<file path="config.mk">
export PLATFORM = sky130hd
export DESIGN_NAME = replacement_selection_run_gen
export DESIGN_NICKNAME = d
export VERILOG_FILES = /design/src/design/rsg_pkg.sv /design/src/design/replacement_selection_run_gen.sv /design/src/design/rsg_queue.sv /design/src/design/rsg_core.sv
export SDC_FILE = /design/constraint.sdc
export NUM_CORES = 2
export LEC_CHECK = 0
export BUFFER_PORTS_ARGS = -buffer_cell sky130_fd_sc_hd__buf_2
export CORE_ASPECT_RATIO = 1.5
export CORE_MARGIN = 4
export CORE_UTILIZATION = 40
export CTS_CLUSTER_SIZE = 24
export DETAILED_ROUTE_END_ITERATION = 8
export GPL_TIMING_DRIVEN = 1
export HOLD_SLACK_MARGIN = 0.03
export SLEW_MARGIN = 20
export SYNTH_ARGS = -nofsm -noshare
export SYNTH_HDL_FRONTEND = slang
export SYNTH_SLANG_ARGS = --single-unit
</file>
<file path="constraint.sdc">
create_clock -name aclk -period 8.9 [get_ports aclk]
set_clock_uncertainty 0.2 [all_clocks]
set_input_delay 0.445 -clock aclk [delete_from_list [all_inputs] [get_ports aclk]]
set_output_delay 0.445 -clock aclk [all_outputs]
set_load 0.005 [all_outputs]
</file>
<file path="src/design/rsg_pkg.sv">
`timescale 1ns / 1ps
// ----------------------------------------------------------------------------
// rsg_pkg
// Shared types and constants for the replacement selection run generator.
// ----------------------------------------------------------------------------
package rsg_pkg;

    localparam int VALUE_W    = 32;
    localparam int TAPE_W     = 3;
    localparam int CFG_IDX_W  = 2;
    localparam int CFG_DATA_W = 5;

    // register indexes of the configuration port
    localparam logic [CFG_IDX_W-1:0] REG_HEAP_SIZE  = 2'd0;
    localparam logic [CFG_IDX_W-1:0] REG_TAPE_COUNT = 2'd1;

    typedef struct packed {
        logic               last;
        logic [VALUE_W-1:0] value;
    } item_t;

    typedef struct packed {
        logic               final_beat;
        logic               run_first;
        logic [TAPE_W-1:0]  tape;
        logic [VALUE_W-1:0] value;
    } result_t;

endpackage

</file>
<file path="src/design/replacement_selection_run_gen.sv">
`timescale 1ns / 1ps
// ----------------------------------------------------------------------------
// replacement_selection_run_gen
// Streaming run generator for external sort, replacement selection on a
// min-heap, with drain of the heap and of frozen values on the last beat.
// ----------------------------------------------------------------------------
//  channel  | direction | content
//  s_axis   | in        | tdata: in_value[31:0]; tlast: in_last
//  m_axis   | out       | tdata: out_value, out_tape; tuser: run_first;
//           |           | tlast: out_final
//  cfg      | in        | index 0 heap_size, index 1 tape_count; data 5 bits
//
//  A fill beat is written straight into the heap memory; a stream beat walks
//  the sift down the heap levels, and the next beat is taken only in idle.
//  A reheap costs heap_size/2 sifts; a drain costs one sift per value, the
//  frozen copy a read and a write per entry. The single-write heap memory sets this.
//  Reset and any register write restart the stream; heap contents are kept.
//  A two-beat input queue keeps s_axis open while the core works, and the
//  m_axis output register holds a beat until taken, stalling the core only.
// ----------------------------------------------------------------------------
module replacement_selection_run_gen #(
    parameter int HEAP_DEPTH = 16,
    parameter int MAX_TAPES  = 8
) (
    input  logic                           aclk,
    input  logic                           aresetn,
    // configuration write channel
    input  logic                           cfg_valid,
    output logic                           cfg_ready,
    input  logic [rsg_pkg::CFG_IDX_W-1:0]  cfg_index,
    input  logic [rsg_pkg::CFG_DATA_W-1:0] cfg_data,
    // input stream
    input  logic                           s_axis_tvalid,
    output logic                           s_axis_tready,
    input  logic [31:0]                    s_axis_tdata,   // in_value[31:0]
    input  logic                           s_axis_tlast,
    // result stream
    output logic                           m_axis_tvalid,
    input  logic                           m_axis_tready,
    output logic [39:0]                    m_axis_tdata,   // out_value[31:0], out_tape[34:32]
    output logic                           m_axis_tuser,   // run_first
    output logic                           m_axis_tlast
);
    import rsg_pkg::*;

    item_t   s_item, q_item;
    logic    q_valid, q_ready;
    result_t res;

    assign s_item = '{last: s_axis_tlast, value: s_axis_tdata};

    // hold incoming beats while the core sifts
    rsg_queue u_queue (
        .aclk      (aclk),
        .aresetn   (aresetn),
        .in_valid  (s_axis_tvalid),
        .in_ready  (s_axis_tready),
        .in_item   (s_item),
        .out_valid (q_valid),
        .out_ready (q_ready),
        .out_item  (q_item)
    );

    // heap sequencer and output register
    rsg_core #(
        .HEAP_DEPTH (HEAP_DEPTH),
        .MAX_TAPES  (MAX_TAPES)
    ) u_core (
        .aclk      (aclk),
        .aresetn   (aresetn),
        .cfg_valid (cfg_valid),
        .cfg_ready (cfg_ready),
        .cfg_index (cfg_index),
        .cfg_data  (cfg_data),
        .in_valid  (q_valid),
        .in_ready  (q_ready),
        .in_item   (q_item),
        .res_valid (m_axis_tvalid),
        .res_ready (m_axis_tready),
        .res_data  (res)
    );

    // pack result fields, lowest bit first, zero fill to whole bytes
    assign m_axis_tdata = {5'd0, res.tape, res.value};
    assign m_axis_tuser = res.run_first;
    assign m_axis_tlast = res.final_beat;

endmodule

</file>
<file path="src/design/rsg_queue.sv">
`timescale 1ns / 1ps
// ----------------------------------------------------------------------------
// rsg_queue
// Two-entry queue that takes input beats and hands them to the sort core.
// ----------------------------------------------------------------------------
module rsg_queue (
    input  logic           aclk,
    input  logic           aresetn,
    input  logic           in_valid,
    output logic           in_ready,
    input  rsg_pkg::item_t in_item,
    output logic           out_valid,
    input  logic           out_ready,
    output rsg_pkg::item_t out_item
);
    import rsg_pkg::*;

    item_t       slot_reg [2];
    logic        wr_ptr_reg, wr_ptr_next;
    logic        rd_ptr_reg, rd_ptr_next;
    logic [1:0]  count_reg, count_next;
    logic        push, pop;

    assign in_ready  = (count_reg != 2'd2);
    assign out_valid = (count_reg != 2'd0);
    assign out_item  = slot_reg[rd_ptr_reg];
    assign push      = in_valid && in_ready;
    assign pop       = out_valid && out_ready;

    always_comb begin
        wr_ptr_next = wr_ptr_reg ^ push;
        rd_ptr_next = rd_ptr_reg ^ pop;
        count_next  = count_reg + 2'(push) - 2'(pop);
    end

    always_ff @(posedge aclk) begin
        if (!aresetn) begin
            wr_ptr_reg <= 1'b0;
            rd_ptr_reg <= 1'b0;
            count_reg  <= 2'd0;
        end else begin
            wr_ptr_reg <= wr_ptr_next;
            rd_ptr_reg <= rd_ptr_next;
            count_reg  <= count_next;
        end
    end

    always_ff @(posedge aclk) begin
        if (push) begin
            slot_reg[wr_ptr_reg] <= in_item;
        end
    end

endmodule

</file>
<file path="src/design/rsg_core.sv">
`timescale 1ns / 1ps
// ----------------------------------------------------------------------------
// rsg_core
// Heap sequencer: fill, build, replace-and-sift, drain and final frozen run.
// ----------------------------------------------------------------------------
module rsg_core #(
    parameter int HEAP_DEPTH = 16,
    parameter int MAX_TAPES  = 8
) (
    input  logic                               aclk,
    input  logic                               aresetn,
    input  logic                               cfg_valid,
    output logic                               cfg_ready,
    input  logic [rsg_pkg::CFG_IDX_W-1:0]      cfg_index,
    input  logic [rsg_pkg::CFG_DATA_W-1:0]     cfg_data,
    input  logic                               in_valid,
    output logic                               in_ready,
    input  rsg_pkg::item_t                     in_item,
    output logic                               res_valid,
    input  logic                               res_ready,
    output rsg_pkg::result_t                   res_data
);
    import rsg_pkg::*;

    localparam int CW  = $clog2(HEAP_DEPTH + 1);
    localparam int AW  = (HEAP_DEPTH > 1) ? $clog2(HEAP_DEPTH) : 1;
    localparam int TCW = $clog2(MAX_TAPES + 1);
    localparam int TW  = (MAX_TAPES > 1) ? $clog2(MAX_TAPES) : 1;
    localparam int HS_RST = (HEAP_DEPTH < 16) ? HEAP_DEPTH : 16;
    localparam int TC_RST = (MAX_TAPES < 2) ? MAX_TAPES : 2;

    localparam logic [3:0] S_IDLE = 4'd0;
    localparam logic [3:0] S_BLD  = 4'd1;
    localparam logic [3:0] S_SLD  = 4'd2;
    localparam logic [3:0] S_SX   = 4'd3;
    localparam logic [3:0] S_SC   = 4'd4;
    localparam logic [3:0] S_CMP  = 4'd5;
    localparam logic [3:0] S_RRD  = 4'd6;
    localparam logic [3:0] S_ROOT = 4'd7;
    localparam logic [3:0] S_POST = 4'd8;
    localparam logic [3:0] S_DRD  = 4'd9;
    localparam logic [3:0] S_DRN  = 4'd10;
    localparam logic [3:0] S_CRD  = 4'd11;
    localparam logic [3:0] S_CWR  = 4'd12;
    localparam logic [3:0] S_DONE = 4'd13;

    logic [VALUE_W-1:0] heap_mem [HEAP_DEPTH];

    logic [3:0]         state_reg, state_next;
    logic [CW-1:0]      hs_reg, hs_next;
    logic [TCW-1:0]     tc_reg, tc_next;
    logic [TW-1:0]      tape_reg, tape_next;
    logic [CW-1:0]      active_reg, active_next;
    logic [CW-1:0]      fill_reg, fill_next;
    logic               run_open_reg, run_open_next;
    logic [VALUE_W-1:0] v_reg, v_next;
    logic               last_reg, last_next;
    logic [VALUE_W-1:0] x_reg, x_next;
    logic [AW-1:0]      i_reg, i_next;
    logic [CW-1:0]      n_reg, n_next;
    logic [3:0]         ret_reg, ret_next;
    logic [CW-1:0]      bld_i_reg, bld_i_next;
    logic [CW-1:0]      bld_n_reg, bld_n_next;
    logic [3:0]         bld_ret_reg, bld_ret_next;
    logic [CW-1:0]      drn_n_reg, drn_n_next;
    logic               drn_first_reg, drn_first_next;
    logic               drn_frozen_reg, drn_frozen_next;
    logic [CW-1:0]      frz_reg, frz_next;
    logic [CW-1:0]      cp_j_reg, cp_j_next;
    logic [CW-1:0]      cp_base_reg, cp_base_next;
    logic               root_first_reg, root_first_next;
    logic [VALUE_W-1:0] rd0_reg, rd1_reg;
    logic               out_valid_reg, out_valid_next;
    result_t            out_res_reg, out_res_next;

    logic               we;
    logic [AW-1:0]      wa, ra0, ra1;
    logic [VALUE_W-1:0] wd;

    logic               out_free, cfg_wr, in_take;
    logic [CW:0]        l_c, r_c, sl_c;
    logic               lv, rv, take_l, take_r;
    logic [VALUE_W-1:0] best;
    logic [AW-1:0]      s_c;
    logic [CW-1:0]      am1, nm1, fill_inc, cp_src;
    logic [TCW-1:0]     tape_inc;
    logic [TW-1:0]      tape_adv;
    logic [CW-1:0]      hs_cfg;
    logic [TCW-1:0]     tc_cfg;

    assign cfg_ready = 1'b1;
    assign cfg_wr    = cfg_valid;
    assign in_ready  = (state_reg == S_IDLE);
    assign in_take   = in_valid && in_ready;
    assign out_free  = !out_valid_reg || res_ready;
    assign res_valid = out_valid_reg;
    assign res_data  = out_res_reg;

    // heap index arithmetic
    always_comb begin
        l_c      = {CW'(i_reg), 1'b1};
        r_c      = l_c + (CW + 1)'(1);
        lv       = (l_c < {1'b0, n_reg});
        rv       = (r_c < {1'b0, n_reg});
        best     = x_reg;
        take_l   = 1'b0;
        take_r   = 1'b0;
        if (lv && ($signed(rd0_reg) < $signed(x_reg))) begin
            take_l = 1'b1;
            best   = rd0_reg;
        end
        if (rv && ($signed(rd1_reg) < $signed(best))) begin
            take_r = 1'b1;
            take_l = 1'b0;
            best   = rd1_reg;
        end
        s_c      = take_r ? r_c[AW-1:0] : l_c[AW-1:0];
        sl_c     = {CW'(s_c), 1'b1};
        am1      = active_reg - CW'(1);
        nm1      = drn_n_reg - CW'(1);
        fill_inc = fill_reg + CW'(1);
        cp_src   = cp_base_reg + cp_j_reg;
        tape_inc = TCW'(tape_reg) + TCW'(1);
        tape_adv = (tape_inc == tc_reg) ? TW'(0) : TW'(tape_inc);
    end

    // clamp register writes
    always_comb begin
        hs_cfg = CW'(cfg_data);
        if (cfg_data == '0) begin
            hs_cfg = CW'(1);
        end else if (32'(cfg_data) > HEAP_DEPTH) begin
            hs_cfg = CW'(HEAP_DEPTH);
        end
        tc_cfg = TCW'(cfg_data[3:0]);
        if (cfg_data[3:0] == 4'd0) begin
            tc_cfg = TCW'(1);
        end else if (32'(cfg_data[3:0]) > MAX_TAPES) begin
            tc_cfg = TCW'(MAX_TAPES);
        end
    end

    always_comb begin
        state_next      = state_reg;
        hs_next         = hs_reg;
        tc_next         = tc_reg;
        tape_next       = tape_reg;
        active_next     = active_reg;
        fill_next       = fill_reg;
        run_open_next   = run_open_reg;
        v_next          = v_reg;
        last_next       = last_reg;
        x_next          = x_reg;
        i_next          = i_reg;
        n_next          = n_reg;
        ret_next        = ret_reg;
        bld_i_next      = bld_i_reg;
        bld_n_next      = bld_n_reg;
        bld_ret_next    = bld_ret_reg;
        drn_n_next      = drn_n_reg;
        drn_first_next  = drn_first_reg;
        drn_frozen_next = drn_frozen_reg;
        frz_next        = frz_reg;
        cp_j_next       = cp_j_reg;
        cp_base_next    = cp_base_reg;
        root_first_next = root_first_reg;
        out_valid_next  = out_valid_reg && !res_ready;
        out_res_next    = out_res_reg;
        we  = 1'b0;
        wa  = '0;
        wd  = v_reg;
        ra0 = '0;
        ra1 = '0;

        case (state_reg)
            S_IDLE: begin
                if (in_take) begin
                    v_next    = in_item.value;
                    last_next = in_item.last;
                    if (fill_reg < hs_reg) begin
                        we        = 1'b1;
                        wa        = fill_reg[AW-1:0];
                        wd        = in_item.value;
                        fill_next = fill_inc;
                        if (in_item.last) begin
                            drn_n_next      = fill_inc;
                            drn_first_next  = 1'b1;
                            drn_frozen_next = 1'b0;
                            frz_next        = '0;
                            bld_n_next      = fill_inc;
                            bld_i_next      = fill_inc >> 1;
                            bld_ret_next    = S_DRD;
                            state_next      = S_BLD;
                        end else if (fill_inc == hs_reg) begin
                            active_next  = hs_reg;
                            bld_n_next   = hs_reg;
                            bld_i_next   = hs_reg >> 1;
                            bld_ret_next = S_IDLE;
                            state_next   = S_BLD;
                        end
                    end else if (active_reg == '0) begin
                        // run exhausted: reheap everything, open a new run
                        active_next     = hs_reg;
                        root_first_next = 1'b1;
                        if (run_open_reg) begin
                            tape_next = tape_adv;
                        end
                        bld_n_next   = hs_reg;
                        bld_i_next   = hs_reg >> 1;
                        bld_ret_next = S_RRD;
                        state_next   = S_BLD;
                    end else begin
                        root_first_next = !run_open_reg;
                        state_next      = S_RRD;
                    end
                end
            end
            S_BLD: begin
                if (bld_i_reg == '0) begin
                    state_next = bld_ret_reg;
                end else begin
                    i_next     = AW'(bld_i_reg - CW'(1));
                    bld_i_next = bld_i_reg - CW'(1);
                    n_next     = bld_n_reg;
                    ret_next   = S_BLD;
                    state_next = S_SLD;
                end
            end
            S_SLD: begin
                ra0        = i_reg;
                state_next = S_SX;
            end
            S_SX: begin
                x_next     = rd0_reg;
                ra0        = l_c[AW-1:0];
                ra1        = r_c[AW-1:0];
                state_next = S_CMP;
            end
            S_SC: begin
                ra0        = l_c[AW-1:0];
                ra1        = r_c[AW-1:0];
                state_next = S_CMP;
            end
            S_CMP: begin
                we = 1'b1;
                wa = i_reg;
                if (take_l || take_r) begin
                    // move smaller child up, follow the hole down
                    wd     = best;
                    i_next = s_c;
                    ra0    = sl_c[AW-1:0];
                    ra1    = AW'(sl_c + (CW + 1)'(1));
                end else begin
                    wd         = x_reg;
                    state_next = ret_reg;
                end
            end
            S_RRD: begin
                ra0        = '0;
                ra1        = am1[AW-1:0];
                state_next = S_ROOT;
            end
            S_ROOT: begin
                ra0 = '0;
                ra1 = am1[AW-1:0];
                if (out_free) begin
                    out_valid_next = 1'b1;
                    out_res_next   = '{final_beat: 1'b0, run_first: root_first_reg,
                                       tape: TAPE_W'(tape_reg), value: rd0_reg};
                    run_open_next  = 1'b1;
                    i_next         = '0;
                    ret_next       = S_POST;
                    if (!($signed(v_reg) < $signed(rd0_reg))) begin
                        x_next     = v_reg;
                        n_next     = active_reg;
                        state_next = S_SC;
                    end else begin
                        // freeze the value at the end of the active zone
                        we          = 1'b1;
                        wa          = am1[AW-1:0];
                        wd          = v_reg;
                        x_next      = rd1_reg;
                        active_next = am1;
                        n_next      = am1;
                        state_next  = (am1 != '0) ? S_SC : S_POST;
                    end
                end
            end
            S_POST: begin
                if (last_reg) begin
                    frz_next        = hs_reg - active_reg;
                    drn_n_next      = active_reg;
                    drn_first_next  = 1'b0;
                    drn_frozen_next = 1'b0;
                    state_next      = S_DRD;
                end else begin
                    state_next = S_IDLE;
                end
            end
            S_DRD: begin
                if (drn_n_reg == '0) begin
                    if (!drn_frozen_reg && (frz_reg != '0)) begin
                        cp_j_next    = '0;
                        cp_base_next = hs_reg - frz_reg;
                        state_next   = S_CRD;
                    end else begin
                        state_next = S_DONE;
                    end
                end else begin
                    ra0        = '0;
                    ra1        = nm1[AW-1:0];
                    state_next = S_DRN;
                end
            end
            S_DRN: begin
                ra0 = '0;
                ra1 = nm1[AW-1:0];
                if (out_free) begin
                    out_valid_next = 1'b1;
                    out_res_next   = '{final_beat: (drn_n_reg == CW'(1)) &&
                                                   (drn_frozen_reg || (frz_reg == '0)),
                                       run_first: drn_first_reg,
                                       tape: TAPE_W'(tape_reg), value: rd0_reg};
                    drn_first_next = 1'b0;
                    drn_n_next     = nm1;
                    x_next         = rd1_reg;
                    i_next         = '0;
                    n_next         = nm1;
                    ret_next       = S_DRD;
                    state_next     = (nm1 != '0) ? S_SC : S_DRD;
                end
            end
            S_CRD: begin
                if (cp_j_reg == frz_reg) begin
                    tape_next       = tape_adv;
                    drn_n_next      = frz_reg;
                    drn_first_next  = 1'b1;
                    drn_frozen_next = 1'b1;
                    bld_n_next      = frz_reg;
                    bld_i_next      = frz_reg >> 1;
                    bld_ret_next    = S_DRD;
                    state_next      = S_BLD;
                end else begin
                    ra0        = cp_src[AW-1:0];
                    state_next = S_CWR;
                end
            end
            S_CWR: begin
                we         = 1'b1;
                wa         = cp_j_reg[AW-1:0];
                wd         = rd0_reg;
                cp_j_next  = cp_j_reg + CW'(1);
                state_next = S_CRD;
            end
            S_DONE: begin
                active_next   = '0;
                fill_next     = '0;
                tape_next     = '0;
                run_open_next = 1'b0;
                state_next    = S_IDLE;
            end
            default: begin
                state_next = S_IDLE;
            end
        endcase

        if (cfg_wr && (cfg_index == REG_HEAP_SIZE || cfg_index == REG_TAPE_COUNT)) begin
            if (cfg_index == REG_HEAP_SIZE) begin
                hs_next = hs_cfg;
            end else begin
                tc_next = tc_cfg;
            end
            active_next   = '0;
            fill_next     = '0;
            tape_next     = '0;
            run_open_next = 1'b0;
            state_next    = S_IDLE;
        end
    end

    always_ff @(posedge aclk) begin
        if (!aresetn) begin
            state_reg     <= S_IDLE;
            hs_reg        <= CW'(HS_RST);
            tc_reg        <= TCW'(TC_RST);
            tape_reg      <= '0;
            active_reg    <= '0;
            fill_reg      <= '0;
            run_open_reg  <= 1'b0;
            out_valid_reg <= 1'b0;
        end else begin
            state_reg     <= state_next;
            hs_reg        <= hs_next;
            tc_reg        <= tc_next;
            tape_reg      <= tape_next;
            active_reg    <= active_next;
            fill_reg      <= fill_next;
            run_open_reg  <= run_open_next;
            out_valid_reg <= out_valid_next;
        end
    end

    always_ff @(posedge aclk) begin
        v_reg          <= v_next;
        last_reg       <= last_next;
        x_reg          <= x_next;
        i_reg          <= i_next;
        n_reg          <= n_next;
        ret_reg        <= ret_next;
        bld_i_reg      <= bld_i_next;
        bld_n_reg      <= bld_n_next;
        bld_ret_reg    <= bld_ret_next;
        drn_n_reg      <= drn_n_next;
        drn_first_reg  <= drn_first_next;
        drn_frozen_reg <= drn_frozen_next;
        frz_reg        <= frz_next;
        cp_j_reg       <= cp_j_next;
        cp_base_reg    <= cp_base_next;
        root_first_reg <= root_first_next;
        out_res_reg    <= out_res_next;
    end

    // heap store: one write port, two registered read ports
    always_ff @(posedge aclk) begin
        if (we) begin
            heap_mem[wa] <= wd;
        end
        rd0_reg <= heap_mem[ra0];
        rd1_reg <= heap_mem[ra1];
    end

endmodule

</file>
==> reports/metrics.yaml <==
status: "finished, violations left"
violations: "design-rule violations"
antenna_cells: 0
wl_met2_mm: 62.2
worstPathMaxFanout: 33
largest_reg_flops: 512
clk_pin_slew_ns: 0.07
min_path_type: "primary input to register"
nets: 3338
antenna_found_initial: 0
numCtsBuffers: 75
clockBufferDepth: 3
floorplan.rows: 145
crit_arrival_ns: 7.87
worstPathCellList: "ha_1, a21oi_1, o21ai_0, a221o_1, o21ai_1, and4bb_2, buf_4, mux2i_1, ha_1, a211oi_1, nor2_1, o311ai_0, o211ai_1, or2_0, nor2_1, a21boi_0, nand3_4, buf_4, mux2i_1, o211ai_1"
core_um2: 104000
yosys_warnings: 0
path_class: "register to register"
cp-end-kind: "register"
gp_congestion: 0.959
netlist_area_um2: 41900
ys.flop_type: "edfxtp_1"
stdcell_count: 4614
grt_pass1_vias: 27600
yosys.area.top_type: "edfxtp_1"
route.detailed.drc: 7
synth_seq_area_share_pct: 56.6
area_growth_pct: 12.1
final_core_util_pct: 45.1
drive_gt1_share_pct: 16.0
switchingPower_mw: 6.80
layout_setup_ws_ns: 1.33
p_leak_nw: 17.4
die_area_um2: 110000
async_flop_share_pct: 0
cts_max_level: 3
rr_endpoint: "u_core.rd0_reg[31]"
min_path_cells: 5
synth_cells: 3034
fin_crit_ns: 7.57
hp-start: "m_axis_tready"
dp_hpwl_mm: 81.5
via_per_inst: 5.87
yosysMostFrequentCell: "edfxtp_1"
synth_edf_count: 725
post-place-ws_ns: 1.38
p_per_area_nw_per_um2: 366
die_w_um: 272
swShare_pct: 39.5
max-cap-violations: 0
route.met3.wl_mm: 7.71
clk-insertion-delay-late_ns: 0.67
die_height_um: 404
wl_per_cell_um: 27.2
cts-root-buf: "clkbuf_16"
groute.usage.overall_pct: 22.4
avgSynthCellArea_um2: 13.8
initial_utilization_pct: 40.2
dr.pass1.iters: 9
dp.cells: 4426
rsz0062_at_grt: "no"
worstMarginPinSlew_ns: 1.16
ys_ff_latch: 822
pwr-share-clk_pct: 18.7
netlist.area_leader.share_pct: 52.0
antenna_left: 0
p_seq_share_pct: 38.1
internal_power_mw: 10.4
r2r-start: "u_core.rd0_reg[21]"
cp_slowest_stage_delay_ns: 0.74
vias: 27100
drt_iter0_drc: 2560
synth.area.top_cells: "edfxtp_1 52%, mux2i_1 12%, mux4_2 6.9%, dfxtp_1 4.6%, ha_1 4.0%"
fmax_mhz: 132
io_buffers: 83
synth_common_cells: "725 x edfxtp_1, 514 x mux2i_1, 197 x nand2_1"
fill_cells: 9280
irDropWorstVdd_uv: 331
wirelength_mm: 126
timing.final.crit_share_pct: 85.1
grt_max_degree: 105
setup_viol: 0
cp.required_ns: 9.20
ios: 90
tritoncts: "built"
final_hold_viol_count: 0
max-slew-margin-rel_pct: 21.7
cp-start-kind: "register"
p_comb_share_pct: 43.2
worst_r2r_path_depth: 20
cts_sinks: 822
crit_slowest_cell: "and4bb_2"
postCtsSetupBuffers: 0
drv_slew: 0
reg2reg_slack_ns: 1.33
power_mw: 17.2
tns_ns: 0
top_layer: "met4"
synth_cell_types: 87
wl_met1_mm: 48.6
grt_pass1_wl_mm: 182
min_to: "u_core.state_reg[1]"
grt_overflow_total: 0
kinds of logic (layout without fill, tap and decap cells):
kind of cell | count (synthesis) | count (layout) | share of synthesized area (%)
multiplexers | 678 | 678 | 20.1
AO/OA/AOI/OAI | 429 | 429 | 7.26
buffers and inverters | 333 | 513 | 4.19
flip-flops | 822 | 822 | 56.6
AND/OR/NAND/NOR | 585 | 585 | 6.66
XOR/XNOR | 48 | 48 | 1.00
other | 2 | 6 | 0.0179
adder cells (fa/ha/maj) | 137 | 137 | 4.14
metal layers:
layer	vias up	GRT usage [%]
li1	12000	-
met1	13700	27.1
met4	0	11.7
met3	291	2.77
met2	1072	39.0
met5	-	0
power by group through the flow:
stage / combinational [mW] / sequential [mW] / clock (mW)
floorplan: 5.10 / 6.36 / 0
detailed placement: 7.32 / 6.62 / 0
global placement: 7.25 / 6.61 / 0
global route: 8.07 / 6.60 / 3.43
CTS: 7.36 / 6.54 / 3.28
finish: 7.44 / 6.56 / 3.21
worst max path at each step:
stage | from | to | slack (ns) | cells after the start
2_1_floorplan | u_core.rd0_reg[25] | u_core.heap_mem[4][0] | 1.98 | 15
3_3_place_gp | u_core.rd0_reg[21] | u_core.rd0_reg[31] | 1.50 | 20
3_5_place_dp | u_core.rd0_reg[26] | u_core.rd0_reg[25] | 1.38 | 20
4_1_cts | u_core.rd0_reg[26] | u_core.rd0_reg[25] | 1.33 | 20
5_1_grt | u_core.rd0_reg[21] | u_core.rd0_reg[27] | 0.83 | 20
6_report | u_core.rd0_reg[21] | u_core.rd0_reg[31] | 1.33 | 20
cell usage in the layout (no fill, tap or decap), types with 35 or more instances in the layout:
| master | n |
|---|---|
| a21oi_1 | 90 |
| a222oi_1 | 37 |
| buf_2 | 83 |
| buf_4 | 77 |
| clkbuf_16 | 78 |
| dfxtp_1 | 96 |
| dlygate4sd3_1 | 48 |
| edfxtp_1 | 725 |
| ha_1 | 132 |
| inv_1 | 146 |
| mux2_2 | 35 |
| mux2i_1 | 514 |
| mux4_2 | 128 |
| nand2_1 | 196 |
| nand3_1 | 96 |
| nor2_1 | 124 |
| o211ai_1 | 67 |
| o21ai_0 | 56 |
timing repair:
action                                 CTS  global route
hold buffers                            48             0
resized for setup                        0             0
endpoints found under the hold margin   81             0
critical path: cells and delay by family (launching register included):
kind / cells / cell delay (ns)
compound gates: 9 / 2.28
fa+ha+maj: 2 / 0.59
buf+inv: 2 / 0.93
flops: 1 / 0.54
mux: 2 / 0.56
simple gates: 5 / 2.22
final cells by class:
type,count,area [µm²],share of cell area [%]
clock buffer,107,2120,4.51
clock inverter,32,280,0.596
inverter,148,556,1.18
multi-input combinational,1883,16800,35.7
sequential,822,23700,50.5
tap,1396,1750,3.72
timing repair buffer,226,1820,3.87
per-stage QoR:
| stage | hold WS [ns] | instance area [µm²] |
|---|---|---|
| after global routing | 0.103 | 47000 |
| final | 0.0924 | 47000 |
| after CTS | 0.0487 | 46900 |
| after floorplan | 0.247 | 41900 |
| after global placement | 0.274 | 44000 |
| after detailed placement | 0.277 | 44000 |
No activity file was read; power rests on OpenSTA's default activity.
